`src/design/sdc_mul.sv`:
```
// pipelined multiplier, one 32-bit limb of a per stage
module sdc_mul #(
  parameter int WA = 32,
  parameter int WB = 32
) (
  input  logic             clk,
  input  logic             en,
  input  logic [WA-1:0]    a,
  input  logic [WB-1:0]    b,
  output logic [WA+WB-1:0] p
);

  localparam int L  = (WA + 31) / 32;
  localparam int WP = L * 32;
  localparam int WO = WA + WB;

  logic [WO-1:0] acc   [L];
  logic [WP-1:0] a_reg [L];
  logic [WB-1:0] b_reg [L];
  logic [WP-1:0] a_pad;

  assign a_pad = WP'(a);

  always_ff @(posedge clk) begin
    if (en) begin
      acc[0]   <= WO'(a_pad[31:0] * b);
      a_reg[0] <= a_pad;
      b_reg[0] <= b;
      for (int k = 1; k < L; k++) begin
        acc[k]   <= acc[k-1] + (WO'(a_reg[k-1][32*k +: 32] * b_reg[k-1]) << (32 * k));
        a_reg[k] <= a_reg[k-1];
        b_reg[k] <= b_reg[k-1];
      end
    end
  end

  assign p = acc[L-1];

endmodule

```
`config.mk`:
```
export PLATFORM = sky130hd
export DESIGN_NAME = sdc_mul
export DESIGN_NICKNAME = d
export VERILOG_FILES = /design/src/design/sdc_mul.sv
export SDC_FILE = /design/constraint.sdc
export NUM_CORES = 2
export LEC_CHECK = 0
export ABC_AREA = 1
export BUFFER_PORTS_ARGS = -buffer_cell sky130_fd_sc_hd__buf_2
export CORE_ASPECT_RATIO = 1.75
export CORE_MARGIN = 2
export CORE_UTILIZATION = 50
export CTS_CLUSTER_DIAMETER = 200
export DETAILED_ROUTE_END_ITERATION = 7
export PLACE_DENSITY = 0.66
export SETUP_SLACK_MARGIN = 0.1
export SYNTH_ARGS = -nofsm -noshare
export SYNTH_HDL_FRONTEND = slang
export SYNTH_SLANG_ARGS = --single-unit
```
`constraint.sdc`:
```
create_clock -name clk -period 10.2 [get_ports clk]
set_clock_uncertainty 0.1 [all_clocks]
set_input_delay 2.04 -clock clk [delete_from_list [all_inputs] [get_ports clk]]
set_output_delay 2.04 -clock clk [all_outputs]
set_load 0.1 [all_outputs]
```
Yosys cells after proc, flatten, opt, wreduce, memory -nomap -nowiden

Memory sizes are Yosys's and may differ from the RTL's.
Index checks and enable logic that the tools add are counted.

Logic and storage cells: 4
Register bits after elaboration: 0
Memory bits (writable): 64
Memories kept: 1
Output and inout port bits: 64

Memories:

| name | depth | bits a word | read ports | clocked after memory_dff | write ports | line | source |
|---|---|---|---|---|---|---|---|
| acc  | 1     | 64          | 1          | 0                        | 1           | 17   | `logic [WO-1:0] acc [L];` |

Muxes and demuxes: 2
Multiply operators: 1

Operator list:

| kind                                           | number |
|---|---|
| 32-bit by 32-bit multiplier with 64-bit output | 1 |
| 1-bit two-way mux                              | 2 |

Depth between registers and ports, before layout

Word-level depth: 2
Mapped depth: 30
Depth with buffers taken out: 29

Worst setup path after synthesis

OpenSTA, ideal clock, no wires.

Kind: in2reg
Start point: input port a[25]
End point: memory acc[0][60] in the netlist's numbering (data pin)
Path buffers: 1
Data required time: 9.848 ns
Cell stages on the path: 26
Slack: 2.105 ns
Arrival: 7.742 ns
Setup time: 0.252 ns
Cell sequence: clkbuf_1 nand2_1 fa_1 inv_1 fa_1 inv_1 fa_1 inv_1 fa_1 fa_1 fa_1 fa_1 inv_1 fa_1 inv_1 ha_1 nand2_1 nand2_1 a21oi_1 nand2_1 nand2_1 nand2_1 a21oi_1 nand2_1 nand2_1 nand2_1

Longest elaborated chain between the ends: 1

RTL lines:

| item                                           | line | source |
|---|---|---|
| start, declared                                | 8    | `input logic [WA-1:0] a,` |
| 32-bit by 32-bit multiplier with 64-bit output | 26   | `acc[0] <= WO'(a_pad[31:0] * b);` |
| end, declared                                  | 17   |  |

No other way between the ends.

Worst setup path in the final report

Start point: input port a[25]
End point: memory acc[0][55] in the netlist's numbering (data pin)

The elaborated chain is that of the path after synthesis.

==> out/results.ini <==
[outcome]
run_status=finished, final reports clean

[floorplanning]
core-area_sq_um=75200
floorplan.initialDensity_pct=50.6
count_of_pins_on_the_block_boundary=130
fp.dieArea_sq_um=78400
die_w_microns=213
dieHeight_microns=369
rows=133

[timing]
relSlewSlack_pct=27.1
clock.fmax_ghz=0.110
hold_viol_final=0
grt_setup_unrepaired=false
fin_tns_setup_ns=0
report.final.slew_viol_count=0
post-route-min-period_ns=9.05
setup-violations-final=0
timing_worst_slew_pin_value_ns=1.09
share_of_the_clock_period_used_by_the_worst_path_pct=88.7

[drt]
detail_route.iter0.violations=1605
drtPass1Iterations=6
postRouteWirelength_mm=111
drt-wirelength-per-cell_microns=18.5
number_of_vias_after_detailed_routing=30100
drcViolationCount=0
final_antenna_net_count=0
detail_route.vias_per_cell=4.99

[place]
detailedPlacementHpwl_mm=92.3
rd_place_congestion=0.950
buffer_ports.inserted=129

[yosys]
netlist_instances=5023
synth_area_sq_um=38000
synth_cell_type_count=23
synth_top_area_share_pct=47.2
synth_async_sr_flop_share_pct=0
synth_seq_cells=64
post_synth_edffs=64
syn_avg_cell_area_sq_um=7.57
most_used_standard_cell_by_instance_count_after_synthesis=inv_1
netlist.top_cell.by_area=fa_1
ys.warnings.count=0
postSynth.topFlopCell=edfxtp_1
netlist_top_cells_area=fa_1 (47%), inv_1 (17%), nand2_1 (15%)
synth.cells.most_frequent=inv_1 (1,723), nand2_1 (1,566), fa_1 (896), ha_1 (263), clkbuf_1 (192)
yosysSeqAreaShare_pct=5.05
syn_nets=6248

[worst_setup_path]
path_delay_family=adder cells
setup_crit_start_kind=input port
required_ns=10.20
cpMostUsedCell=fa_1
crit_path_max_incr_delay_ns=0.64
crit_path_end_kind=register
timing.critical_path.arrival_ns=9.05
worst-path-buf-inv=7
slowest_stage=buf_2
timing_worst_setup_path_type=in -> reg
worst-path-max-fanout=32

[cts]
htreeDepth=3
cts_setup_buffers=0
clock_pin_slew_of_the_registers_on_the_worst_case_setup_and_hold_paths_ns=0.07
tritoncts_num_sinks=64
ctsRootBufferMaster=clkbuf_16
max-clock-path-buffers=2
tritoncts.num_buffers=9
cts_hold_repair.buffers=0
clock_tree_from_tritoncts=yes
postCtsResizedCells=0

[global_routing]
grt_max_degree=65
global_route.overflow_total=0
grt_first_pass_wirelength_mm=180
grt_antenna_before_repair=2
via_count_of_the_first_global_routing_pass=33200
grtUsageTotal_pct=30.4

[cells_and_area]
largest_register=acc
areaGrowthSynthToFinish_pct=4.73
drive_above_1_share_pct=5.02
largest_register_ffs=64
final_layout_fill_cell_count=7494
largest_regs=acc (64)
nets=6239

[hold_path]
worst_hold_path_type=in -> reg

[run]
max-cap-violations=0

==> layout make-up <==
cell class / instances / area [sq um] / share of cell area (%)
Antenna cell: 2 / 5.00 / 0.0126
Inverter: 1735 / 6510 / 16.3
Multi-Input combinational cell: 3032 / 28900 / 72.5
Tap cell: 1012 / 1270 / 3.18
Sequential cell: 64 / 1920 / 4.82
Clock buffer: 9 / 225 / 0.565
Clock inverter: 7 / 56.3 / 0.141
Timing Repair Buffer: 172 / 968 / 2.43
==> metrics by stage <==
stage	hold slack, ns	utilization, %	std cells	setup slack [ns]	instance area, sq um
4_1_cts	2.26	53.0	6031	1.19	39800
3_5_place_dp	2.56	52.6	6015	0.831	39600
6_report	2.28	53.0	6033	1.15	39800
5_1_grt	2.28	53.0	6032	0.871	39800
2_1_floorplan	2.05	-	5023	2.11	38000
3_3_place_gp	2.56	52.6	6015	0.892	39600
==> path summary, 6_finish.rpt <==
path	start	end	slack, ns	cells past startpoint
max	a[25]	acc[0][55]	1.15	25
min	b[0]	acc[0][0]	2.28	3
==> cell families after synthesis <==
logic type | synth area share [%]
AO/OA/AOI/OAI | 0.839
XOR/XNOR | 0.806
buffers and inverters | 19.0
adder cells (fa/ha/maj) | 55.8
flip-flops | 5.05
AND/OR/NAND/NOR | 18.5
==> tightest hold or removal path: cells and delay by family <==
family,cells,cell delay (ns)
and+or+nand+nor,1,0.17
buffers and inverters,2,0.37
==> routing by layer <==
metal  global-route usage (%)  routed length (microns)
met1                     33.7                    38400
met5                        0                        0
met2                     54.7                    58500
met3                     4.63                     6880
met4                     17.8                     7560
==> placed cells by master (no fill, tap or decap), types with 14 or more instances in the layout <==
master | netlist | final
ha_1 | 263 | 263
nor2_2 | 14 | 14
inv_1 | 1723 | 1723
buf_4 | 0 | 43
fa_1 | 896 | 896
a21oi_1 | 43 | 43
edfxtp_1 | 64 | 64
nand2_1 | 1566 | 1566
xor2_1 | 33 | 33
nor2_1 | 81 | 81
nand2_2 | 15 | 15
buf_2 | 0 | 129
nand4_1 | 16 | 16
nand3_1 | 56 | 56
Power is not shown: default switching activity piles up to over one toggle a cycle in this logic, so the estimate is an artifact.
